$ cat src/design/id_allocator_min_free_set_defines.svh
// Assertion macros shared by the id allocator modules.
`ifndef ID_ALLOCATOR_MIN_FREE_SET_DEFINES_SVH
`define ID_ALLOCATOR_MIN_FREE_SET_DEFINES_SVH

// Check a property on every clock edge outside of reset.
`define IDA_ASSERT(lbl, prop, msg) \
    lbl: assert property (@(posedge i_clk) disable iff (!i_rst_n) (prop)) else $error(msg);

// Check that a condition leads to a consequence in the next cycle.
`define IDA_ASSERT_NEXT(lbl, ante, cons, msg) \
    `IDA_ASSERT(lbl, (ante) |=> (cons), msg)

`endif

$ cat src/design/ida_pkg.sv
// Shared types and constants of the id allocator.
package ida_pkg;

    localparam int ID_W       = 32;
    localparam int FREE_DEPTH = 16;
    localparam int CNT_W      = $clog2(FREE_DEPTH + 1);
    localparam int PADDR_W    = 3;

    // Request kinds
    localparam logic [1:0] KIND_ALLOC    = 2'd0;
    localparam logic [1:0] KIND_BATCH    = 2'd1;
    localparam logic [1:0] KIND_DEALLOC  = 2'd2;
    localparam logic [1:0] KIND_SET_NEXT = 2'd3;

    // Result status codes
    localparam logic [1:0] ST_OK         = 2'd0;
    localparam logic [1:0] ST_BELOW_USER = 2'd1;
    localparam logic [1:0] ST_SET_FULL   = 2'd2;
    localparam logic [1:0] ST_ZERO_BATCH = 2'd3;

    // Configuration register indexes (selected by paddr[2])
    localparam logic REG_FIRST_USER_ID = 1'b0;
    localparam logic REG_INVALID_ID    = 1'b1;

    // Reset values
    localparam logic [ID_W-1:0] FIRST_USER_ID_RST = 32'd16384;
    localparam logic [ID_W-1:0] INVALID_ID_RST    = 32'd0;

    // Commands from the controller to the datapath
    typedef struct packed {
        logic load;    // capture the incoming request
        logic commit;  // execute the held request and register its result
    } t_ctrl;

endpackage

$ cat src/design/ida_ctrl.sv
// Controller of the id allocator: request handshake and result slot.
`include "id_allocator_min_free_set_defines.svh"

module ida_ctrl
    import ida_pkg::*;
(
    input  logic  i_clk,
    input  logic  i_rst_n,
    input  logic  i_in_valid,
    input  logic  i_out_stall,
    output logic  o_in_stall,
    output logic  o_out_valid,
    output t_ctrl o_ctrl
);

    localparam logic S_IDLE = 1'b0;
    localparam logic S_BUSY = 1'b1;

    logic  r_state;
    logic  n_state;
    logic  r_out_valid;
    logic  n_out_valid;
    t_ctrl ctrl;

    // Execute the held request once the result slot is free or being emptied
    always_comb begin
        ctrl.commit = (r_state == S_BUSY) && (!r_out_valid || !i_out_stall);
        o_in_stall  = (r_state == S_BUSY) && !ctrl.commit;
        ctrl.load   = i_in_valid && !o_in_stall;
    end

    // Advance the state
    always_comb begin
        n_state = r_state;
        unique case (r_state)
            S_IDLE: begin
                if (ctrl.load) n_state = S_BUSY;
            end
            S_BUSY: begin
                if (ctrl.commit && !ctrl.load) n_state = S_IDLE;
            end
            default: n_state = S_IDLE;
        endcase
    end

    // Fill the result slot on commit, drop it when taken
    always_comb begin
        n_out_valid = r_out_valid;
        priority if (ctrl.commit) n_out_valid = 1'b1;
        else if (!i_out_stall)    n_out_valid = 1'b0;
    end

    always_ff @(posedge i_clk) begin
        if (!i_rst_n) begin
            r_state     <= S_IDLE;
            r_out_valid <= 1'b0;
        end else begin
            r_state     <= n_state;
            r_out_valid <= n_out_valid;
        end
    end

    assign o_out_valid = r_out_valid;
    assign o_ctrl      = ctrl;

    `IDA_ASSERT_NEXT(a_load_busy, ctrl.load, r_state == S_BUSY, "accepted request not held")
    `IDA_ASSERT(a_rise_from_busy, $rose(r_out_valid) |-> $past(r_state) == S_BUSY,
                "result appeared without a held request")
    `IDA_ASSERT_NEXT(a_blocked_holds, (r_state == S_BUSY) && r_out_valid && i_out_stall,
                     r_state == S_BUSY, "held request lost while output blocked")

endmodule

$ cat src/design/ida_datapath.sv
// Datapath of the id allocator: request register, sorted free-id cells, counter, result.
`include "id_allocator_min_free_set_defines.svh"

module ida_datapath
    import ida_pkg::*;
(
    input  logic            i_clk,
    input  logic            i_rst_n,
    input  t_ctrl           i_ctrl,
    input  logic [1:0]      i_kind,
    input  logic [ID_W-1:0] i_value,
    input  logic [ID_W-1:0] i_first_user_id,
    input  logic [ID_W-1:0] i_invalid_id,
    output logic [ID_W-1:0] o_id,
    output logic [1:0]      o_status,
    output logic [4:0]      o_free_count,
    output logic [ID_W-1:0] o_next_id
);

    logic [1:0]      r_kind;
    logic [ID_W-1:0] r_value;

    // Free ids kept ascending in cells 0 .. r_cnt-1
    logic [ID_W-1:0] r_ids [FREE_DEPTH];
    logic [ID_W-1:0] n_ids [FREE_DEPTH];
    logic [CNT_W-1:0] r_cnt;
    logic [CNT_W-1:0] n_cnt;
    logic [ID_W-1:0] r_counter;
    logic [ID_W-1:0] n_counter;

    logic [ID_W-1:0] r_id;
    logic [ID_W-1:0] n_id;
    logic [1:0]      r_status;
    logic [1:0]      n_status;
    logic [CNT_W-1:0] r_out_cnt;

    logic [FREE_DEPTH-1:0] valid;
    logic [FREE_DEPTH-1:0] eq;
    logic [FREE_DEPTH-1:0] gt;
    logic [FREE_DEPTH-1:0] gt_prev;
    logic [FREE_DEPTH-1:0] at_end;
    logic                  dup;
    logic                  full;

    // Capture the request
    always_ff @(posedge i_clk) begin
        if (i_ctrl.load) begin
            r_kind  <= i_kind;
            r_value <= i_value;
        end
    end

    // Compare the request value against every cell
    always_comb begin
        for (int i = 0; i < FREE_DEPTH; i++) begin
            valid[i]  = CNT_W'(i) < r_cnt;
            at_end[i] = CNT_W'(i) == r_cnt;
            eq[i]     = valid[i] && (r_ids[i] == r_value);
            gt[i]     = valid[i] && (r_ids[i] > r_value);
        end
        gt_prev = {gt[FREE_DEPTH-2:0], 1'b0};
        dup     = |eq;
        full    = r_cnt == CNT_W'(FREE_DEPTH);
    end

    // Execute the request
    always_comb begin
        n_ids     = r_ids;
        n_cnt     = r_cnt;
        n_counter = r_counter;
        n_id      = '0;
        n_status  = ST_OK;
        unique case (r_kind)
            KIND_ALLOC: begin
                if (r_cnt != '0) begin
                    // Pop the smallest id and shift the cells down
                    n_id = r_ids[0];
                    for (int i = 0; i < FREE_DEPTH - 1; i++) begin
                        n_ids[i] = r_ids[i+1];
                    end
                    n_cnt = r_cnt - 1'b1;
                end else begin
                    n_id      = r_counter;
                    n_counter = r_counter + 1'b1;
                end
            end
            KIND_BATCH: begin
                if (r_value == '0) begin
                    n_id     = i_invalid_id;
                    n_status = ST_ZERO_BATCH;
                end else begin
                    n_id      = r_counter;
                    n_counter = r_counter + r_value;
                end
            end
            KIND_DEALLOC: begin
                priority if (r_value < i_first_user_id) begin
                    n_status = ST_BELOW_USER;
                end else if (dup) begin
                    n_status = ST_OK;
                end else if (full) begin
                    n_status = ST_SET_FULL;
                end else begin
                    // Insert in order: larger ids move up one cell
                    for (int i = 0; i < FREE_DEPTH; i++) begin
                        if (gt_prev[i]) begin
                            n_ids[i] = (i > 0) ? r_ids[(i > 0) ? i - 1 : 0] : r_ids[i];
                        end else if (gt[i] || at_end[i]) begin
                            n_ids[i] = r_value;
                        end
                    end
                    n_cnt = r_cnt + 1'b1;
                end
            end
            KIND_SET_NEXT: begin
                n_counter = r_value;
            end
            default: begin
                n_counter = r_counter;
            end
        endcase
    end

    // Update the cells and the result
    always_ff @(posedge i_clk) begin
        if (i_ctrl.commit) begin
            r_ids     <= n_ids;
            r_id      <= n_id;
            r_status  <= n_status;
            r_out_cnt <= n_cnt;
        end
    end

    // Control state: fill count and counter
    always_ff @(posedge i_clk) begin
        if (!i_rst_n) begin
            r_cnt     <= '0;
            r_counter <= FIRST_USER_ID_RST;
        end else if (i_ctrl.commit) begin
            r_cnt     <= n_cnt;
            r_counter <= n_counter;
        end
    end

    assign o_id         = r_id;
    assign o_status     = r_status;
    assign o_free_count = 5'(r_out_cnt);
    assign o_next_id    = r_counter;

    `IDA_ASSERT(a_cnt_bound, r_cnt <= CNT_W'(FREE_DEPTH), "free count beyond depth")
    `IDA_ASSERT_NEXT(a_pop_dec,
                     i_ctrl.commit && (r_kind == KIND_ALLOC) && (r_cnt != '0),
                     r_cnt == $past(r_cnt) - 1'b1, "allocate from set did not pop")

    for (genvar g = 1; g < FREE_DEPTH; g++) begin : g_order
        `IDA_ASSERT(a_sorted, (CNT_W'(g) < r_cnt) |-> (r_ids[g-1] < r_ids[g]),
                    "free cells not strictly ascending")
    end

endmodule

$ cat src/design/id_allocator_min_free_set.sv
// An accepted request is held in the request register, and its result is then
// written to the result register. With the output not stalled, one request is
// accepted every cycle. The rate is set by the free-id cell chain, which finds the
// smallest freed id, checks duplicates and inserts in order in one combinational
// pass per request. The set holds 16 ids kept in ascending order; allocate reuses
// the smallest, else the 32-bit counter. No clearing pass is needed after reset.
module id_allocator_min_free_set
    import ida_pkg::*;
(
    input  logic               i_clk,
    input  logic               i_rst_n,
    // request channel
    input  logic               i_in_valid,
    output logic               o_in_stall,
    input  logic [1:0]         i_kind,
    input  logic [ID_W-1:0]    i_value,
    // result channel
    output logic               o_out_valid,
    input  logic               i_out_stall,
    output logic [ID_W-1:0]    o_id,
    output logic [1:0]         o_status,
    output logic [4:0]         o_free_count,
    output logic [ID_W-1:0]    o_next_id,
    // configuration port
    input  logic               psel,
    input  logic               penable,
    input  logic               pwrite,
    input  logic [PADDR_W-1:0] paddr,
    input  logic [31:0]        pwdata,
    output logic [31:0]        prdata,
    output logic               pready
);

    logic [ID_W-1:0] r_first_user_id;
    logic [ID_W-1:0] r_invalid_id;
    logic            cfg_wr;
    t_ctrl           ctrl;

    // Write configuration registers
    assign pready = 1'b1;
    assign cfg_wr = psel && penable && pwrite && pready;

    always_ff @(posedge i_clk) begin
        if (!i_rst_n) begin
            r_first_user_id <= FIRST_USER_ID_RST;
            r_invalid_id    <= INVALID_ID_RST;
        end else if (cfg_wr) begin
            unique case (paddr[2])
                REG_FIRST_USER_ID: r_first_user_id <= pwdata;
                REG_INVALID_ID:    r_invalid_id    <= pwdata;
                default:           r_invalid_id    <= r_invalid_id;
            endcase
        end
    end

    // Read back
    always_comb begin
        unique case (paddr[2])
            REG_FIRST_USER_ID: prdata = r_first_user_id;
            REG_INVALID_ID:    prdata = r_invalid_id;
            default:           prdata = '0;
        endcase
    end

    ida_ctrl u_ctrl (
        .i_clk       (i_clk),
        .i_rst_n     (i_rst_n),
        .i_in_valid  (i_in_valid),
        .i_out_stall (i_out_stall),
        .o_in_stall  (o_in_stall),
        .o_out_valid (o_out_valid),
        .o_ctrl      (ctrl)
    );

    ida_datapath u_datapath (
        .i_clk           (i_clk),
        .i_rst_n         (i_rst_n),
        .i_ctrl          (ctrl),
        .i_kind          (i_kind),
        .i_value         (i_value),
        .i_first_user_id (r_first_user_id),
        .i_invalid_id    (r_invalid_id),
        .o_id            (o_id),
        .o_status        (o_status),
        .o_free_count    (o_free_count),
        .o_next_id       (o_next_id)
    );

endmodule
$ cat config.mk
export PLATFORM = sky130hd
export DESIGN_NAME = id_allocator_min_free_set
export DESIGN_NICKNAME = d
export VERILOG_FILES = /design/src/design/ida_pkg.sv /design/src/design/ida_ctrl.sv /design/src/design/ida_datapath.sv /design/src/design/id_allocator_min_free_set.sv
export VERILOG_INCLUDE_DIRS = /design/src /design/src/design
export SDC_FILE = /design/constraint.sdc
export NUM_CORES = 2
export LEC_CHECK = 0
export BUFFER_PORTS_ARGS = -buffer_cell sky130_fd_sc_hd__buf_2
export CAP_MARGIN = 20
export CORE_MARGIN = 5
export CORE_UTILIZATION = 35
export DETAILED_ROUTE_END_ITERATION = 12
export GPL_ROUTABILITY_DRIVEN = 1
export PLACE_DENSITY_LB_ADDON = 0.08
export SKIP_CTS_REPAIR_TIMING = 1
export SKIP_LAST_GASP = 1
export SYNTH_ARGS = -nofsm -noshare
export SYNTH_HDL_FRONTEND = slang
export SYNTH_SLANG_ARGS = --single-unit
$ cat constraint.sdc
create_clock -name i_clk -period 17.7 [get_ports i_clk]
set_clock_uncertainty 0.2 [all_clocks]
set_input_delay 2.655 -clock i_clk [delete_from_list [all_inputs] [get_ports i_clk]]
set_output_delay 2.655 -clock i_clk [all_outputs]
set_load 0.05 [all_outputs]
**After elaboration in Yosys (flattened, before gate mapping)**

Index checks and enable logic that the tools add are counted.

- Bits of input ports: 76
- Word-level logic and storage cells: 271
- Bits in latches: 0
- Register bits after elaboration: 688
- Memory bits (read-only): 0
- Output and inout port bits: 106
- Memories: 0
- Memory bits (writable): 0

- Add/sub/neg operators: 4
- Multipliers: 0
- Reduce and logical (&&, ||, !) cells: 87
- Bitwise gates (word level): 5
- $lt $le $gt $ge: 33
- Multiplexer cells: 58
- Equality and inequality tests: 57
- Shifts and indexed selects: 0
- Divide/modulo/power cells: 0

Operators with widths:

| cell | number |
|---|---|
| two-way mux 512 bit | 3 |
| two-way mux 32 bit | 35 |
| case mux 480 bit (2 select lines) | 1 |
| equality test 32 bit | 16 |
| > comparator 32 bit | 16 |
| two-way mux 480 bit | 1 |
| case mux 32 bit (2 select lines) | 2 |
| AND reduction 7 bit | 15 |
| case mux 32 bit (3 select lines) | 1 |
| != test 3 x 1 -> 1 bit (second input constant) | 14 |
| equality test 4 x 5 -> 1 bit (first input constant) | 8 |
| less-than comparator 4 x 5 -> 1 bit (first input constant) | 8 |
| logical AND 1 bit | 38 |
| adder 32 x 1 -> 32 bit (second input constant) | 1 |
| adder 32 bit | 1 |
| zero test 32 bit | 1 |
| less-than comparator 32 bit | 1 |
| equality test 3 x 5 -> 1 bit (first input constant) | 4 |
| less-than comparator 3 x 5 -> 1 bit (first input constant) | 4 |
| two-way mux 5 bit | 4 |
| logical OR 1 bit | 17 |
| OR reduction 16 bit | 1 |
| equality test 2 x 5 -> 1 bit (first input constant) | 2 |
| less-than comparator 1 x 5 -> 1 bit (first input constant) | 2 |
| 24 further kinds | 48 |

**Logic depth before layout (Yosys ltp)**

- Word-level depth: 11
- Depth in mapped cells: 17
- Depth with buffers taken out: 16

**Cells and area by module**

A second synthesis with hierarchy kept.

- Cell total of the unflattened synthesis: 4395
- Area total of the unflattened synthesis: 47290.4 um^2

Modules (own cells, without submodules):

| module | sequential area each (um^2) | area an instance (um^2) | times used | cells an instance |
|---|---|---|---|---|
| ida_datapath | 18307.6 | 44380.1 | 1 | 4103 |
| id_allocator_min_free_set | 1281.2 | 2819.0 | 1 | 283 |
| ida_ctrl | 40.0 | 91.3 | 1 | 9 |

**Worst setup path before layout**

Ideal clock, no wire load.

- Kind: register to register
- Start: reg u_datapath.r_value[29]
- End: reg u_datapath.r_ids[0] (netlist bit), enable pin
- Library setup time: 513 ps
- Buffers on the path: 2
- Data required time: 16987 ps
- Slack: 10593 ps
- Stages on the path, launching flop included: 14
- Arrival: 6394 ps
- Clock period less this slack: 7107 ps
- Cells stage by stage: edfxtp_1 -> clkbuf_1 -> inv_1 -> ha_1 -> nand4_1 -> nor4_1 -> and3_1 -> maj3_1 -> o22ai_1 -> o2111ai_1 -> a211oi_4 -> nand3_2 -> clkbuf_1 -> nor4b_1

- Longest elaborated chain between the ends: 5
- Elaborated cells between the ends (all ways): 43
- Classes of those cells: order compare: 3; eq/ne: 16; bitwise: 2; reduce/logical: 22

Ends and longest elaborated chain:

| item | line | RTL |
|---|---|---|
| from (decl) | ida_datapath.sv:21 | `logic [ID_W-1:0] r_value;` |
| from (signal assigned) | ida_datapath.sv:49 | `r_value <= i_value;` |
| > comparator 32 bit / equality test 32 bit (equally long branches) | ida_datapath.sv:59, ida_datapath.sv:58 |  |
| logical AND 1 bit, on equally long branches | ida_datapath.sv:59, ida_datapath.sv:58 |  |
| logical OR 1 bit / OR reduction 16 bit (equally long branches) | ida_datapath.sv:108, ida_datapath.sv:62 |  |
| nonzero test 2 bit (no source line) / NOT 1 bit (equally long branches) | - |  |
| AND reduction 6 bit (no source line) * | - |  |
| to (signal assigned) | ida_datapath.sv:127 | `r_ids <= n_ids;` |
| to (decl) | ida_datapath.sv:24 | `logic [ID_W-1:0] r_ids [FREE_DEPTH];` |

Every way passes the cells marked *; elsewhere a longest branch is shown, timed or not.
A chain may end at the register's enable or synchronous reset.

**Final worst setup path**

- Start: in paddr[2]
- End: out prdata[30]

- Longest elaborated chain between the ends: 2

Ends and longest elaborated chain:

| item | line | RTL |
|---|---|---|
| from (decl) | id_allocator_min_free_set.sv:28 | `input logic [PADDR_W-1:0] paddr,` |
| NOT 1 bit (no source line) | - |  |
| case mux 32 bit (2 select lines) * | id_allocator_min_free_set.sv:58 | `unique case (paddr[2])` |
| to (decl) | id_allocator_min_free_set.sv:30 | `output logic [31:0] prdata,` |

Marks and branches as above.

==> reports/metrics.cfg <==
[worst_setup_path]
crit_buf_inv=3
cpPeakStageDelay_ps=550
arrival_ps=3940
crit_chain=buf_2 -> buf_4 -> nand2_1 -> o21ai_0 -> buf_2
cp_max_fo=66
critical-path-top-delay-family=buffers and inverters
end_kind=output pin
start_kind=input port
path_class=input port to output pin
required_ps=14850
crit_slowest_cell=buf_4
cpMostUsedCell=buf_2

[timing]
fmax_ghz=0.147
fin_tns_setup_ps=0
finalHoldViolCount=0
drv_slew=0
fin_hold_ws_ps=255
rsz0062_at_grt=no
finalSetupViolations=0
slew-limit-headroom=0.184
fin_crit_ps=6790
fin_crit_sh=0.384
worst_pin_slew_ps=1210

[final_layout]
drive_gt1_frac=0.0922
ff_latch_area_um2=19600
fillers=13547
final_util=0.395
layout.cells.non_filler=6694
nNetsFinal=5497
syn_to_final_growth_pct=12.6
multi_input_area_um2=24700

[logic_synthesis]
ys_seq_area_frac=0.414
ys_top_cells_by_count=inv_1 (602), edfxtp_1 (585), ha_1 (584), mux2i_1 (486), o22ai_1 (485)
avgSynthCellArea_um2=9.93
syn-cell-area_um2=47400
synth_edf_count=585
synth-async-reset-ratio=0
yosys_warnings=0
synth.most_common_cell=inv_1
ys.flop_type=edfxtp_1
synth_top_cell_by_area=edfxtp_1
yosys.area.top_type_share=0.370
syn_nets=5439
synth_cells=4778
synth_cell_types=78
ys_ff_latch=688
synthTopCellsByArea=edfxtp_1 (37%), ha_1 (15%), mux2i_1 (10%)

[clock_network]
cts_tree=yes
numCtsBuffers=89
clk_pin_slew_ps=60
clkSinkCount=688
clock-root-buffer=clkbuf_16
htree_levels=3
insertion_delay_ps=710
cts_buffer_depth=3

[floorplan]
std_cell_rows=135
fp.dieH_um=378
die-area_um2=143000
die_x_um=378
start_util=0.351
boundaryPins=182
core-area_um2=135000

[power]
pwr-share-seq=0.426
finalPower_w=0.00442
pwr-share-comb=0.142
intPower_w=0.00316
power.share.clock=0.432
p_switching_w=0.00126
p_leak_nw=23.4
powerDensity_nw_per_um2=82.7
ir_drop_mv=0.0846
sw_frac_of_total=0.285

[detailed_routing]
drt-initial-drc-count=2905
drcViolationCount=0
num_vias=37676
firstDrtPassIters=7
viasPerCell=5.63
detail_route.wl_per_cell_um=24.5
drt-total-wl_um=164000
ant_nets=0

[placement]
io_buffer_count=178
place_congestion=0.879
post-place-cells=6526
place_hpwl_um=120000

[global_route]
grt.overflow.total=0
grt_usage=0.222
grt_pass1_wl_um=244000
antenna_found_initial=2
grt_max_degree=202
first_global_vias=37344

[run]
cap_viol_max_count=0

[run_status]
status=complete, no violations

[worst_hold_path]
min_path_type=flop to flop

[cells by family (layout without fill, tap and decap cells)]
| family | count (synthesis) | count (layout) | share of synthesized area |
|---|---|---|---|
| AOI/OAI and AO/OA | 1314 | 1314 | 0.173 |
| buffers and inverters | 898 | 1031 | 0.0734 |
| DFF | 688 | 688 | 0.414 |
| other | 1 | 3 | 0.0000791 |
| xor gates and xnor gates | 23 | 23 | 0.00425 |
| and+or+nand+nor | 779 | 779 | 0.0774 |
| adders and majority gates | 586 | 586 | 0.155 |
| muxes | 489 | 489 | 0.103 |
[metal layers]
layer,routed length (um),up-vias,GRT usage
met5,0,-,0
met4,3700,0,0.0506
met3,7230,198,0.0301
met2,71700,824,0.341
met1,81200,18689,0.331
li1,-,17965,-
[sequential cells by signal, indices dropped and copies added (netlist names)]
register and count:
r_first_user_id 32, r_invalid_id 32, u_ctrl.o_out_valid 1, u_ctrl.r_state 1
u_datapath.o_free_count 5, u_datapath.o_id 32, u_datapath.o_next_id 32, u_datapath.o_status 2
u_datapath.r_cnt 5, u_datapath.r_ids 512, u_datapath.r_kind 2, u_datapath.r_value 32
[power groups by stage]
stage	Sequential [W]	Combinational (W)	Clock (W)
after global placement	0.00192	0.000614	0
after detailed placement	0.00192	0.000622	0
final	0.00188	0.000627	0.00191
after global routing	0.00189	0.000693	0.00201
after floorplan	0.00191	0.000406	0
after CTS	0.00188	0.000626	0.00196
[metrics by stage]
stage               worst slack [ps]  area, um2
floorplan                      10590      47400
global placement               10870      50400
detailed placement             10900      50400
CTS                            10890      53400
global route                   10790      53400
finish                         10910      53400
[worst register-to-register path, cell delays in order, from the launching register on]
cell and delay, ps:
edfxtp_1 910, inv_1 690, ha_1 550, nand4_1 100, nor3_1 390, nand4_1 250
or4_1 660, and4b_1 260, o2111ai_1 160, a211oi_4 150, nand3_4 340, buf_4 640
buf_12 620, o22ai_1 460
[cell usage in the layout (no fill, tap or decap), drive strengths merged, types with 120 or more instances in the layout]
cell	netlist	routed
buf	83	263
nand2	337	337
edfxtp	585	585
nor2	127	127
a21o	150	150
o22ai	485	485
o21ai	178	178
inv	602	606
ha	584	584
clkbuf	213	120
a21oi	301	301
mux2i	486	486
[path summary, 6_finish.rpt]
path	start	end	slack (ps)	cells after the start
worst max-delay path	paddr[2]	prdata[30]	10910	5
worst min-delay path	r_first_user_id[5]	r_first_user_id[5]	250	2
worst max register to register	u_datapath.r_value[18]	u_datapath.r_ids[63]	10990	13
worst min register to register	r_first_user_id[5]	r_first_user_id[5]	250	2
[layout make-up]
type / count / area share
sequential: 688 / 0.368
clock inverter: 46 / 0.00808
clock buffer: 120 / 0.0481
multi-input combinational: 3192 / 0.462
antenna: 2 / 0.0000937
timing repair buffer: 263 / 0.0296
inverter: 602 / 0.0423
tap: 1781 / 0.0417
No activity file was read; power rests on OpenSTA's default activity.
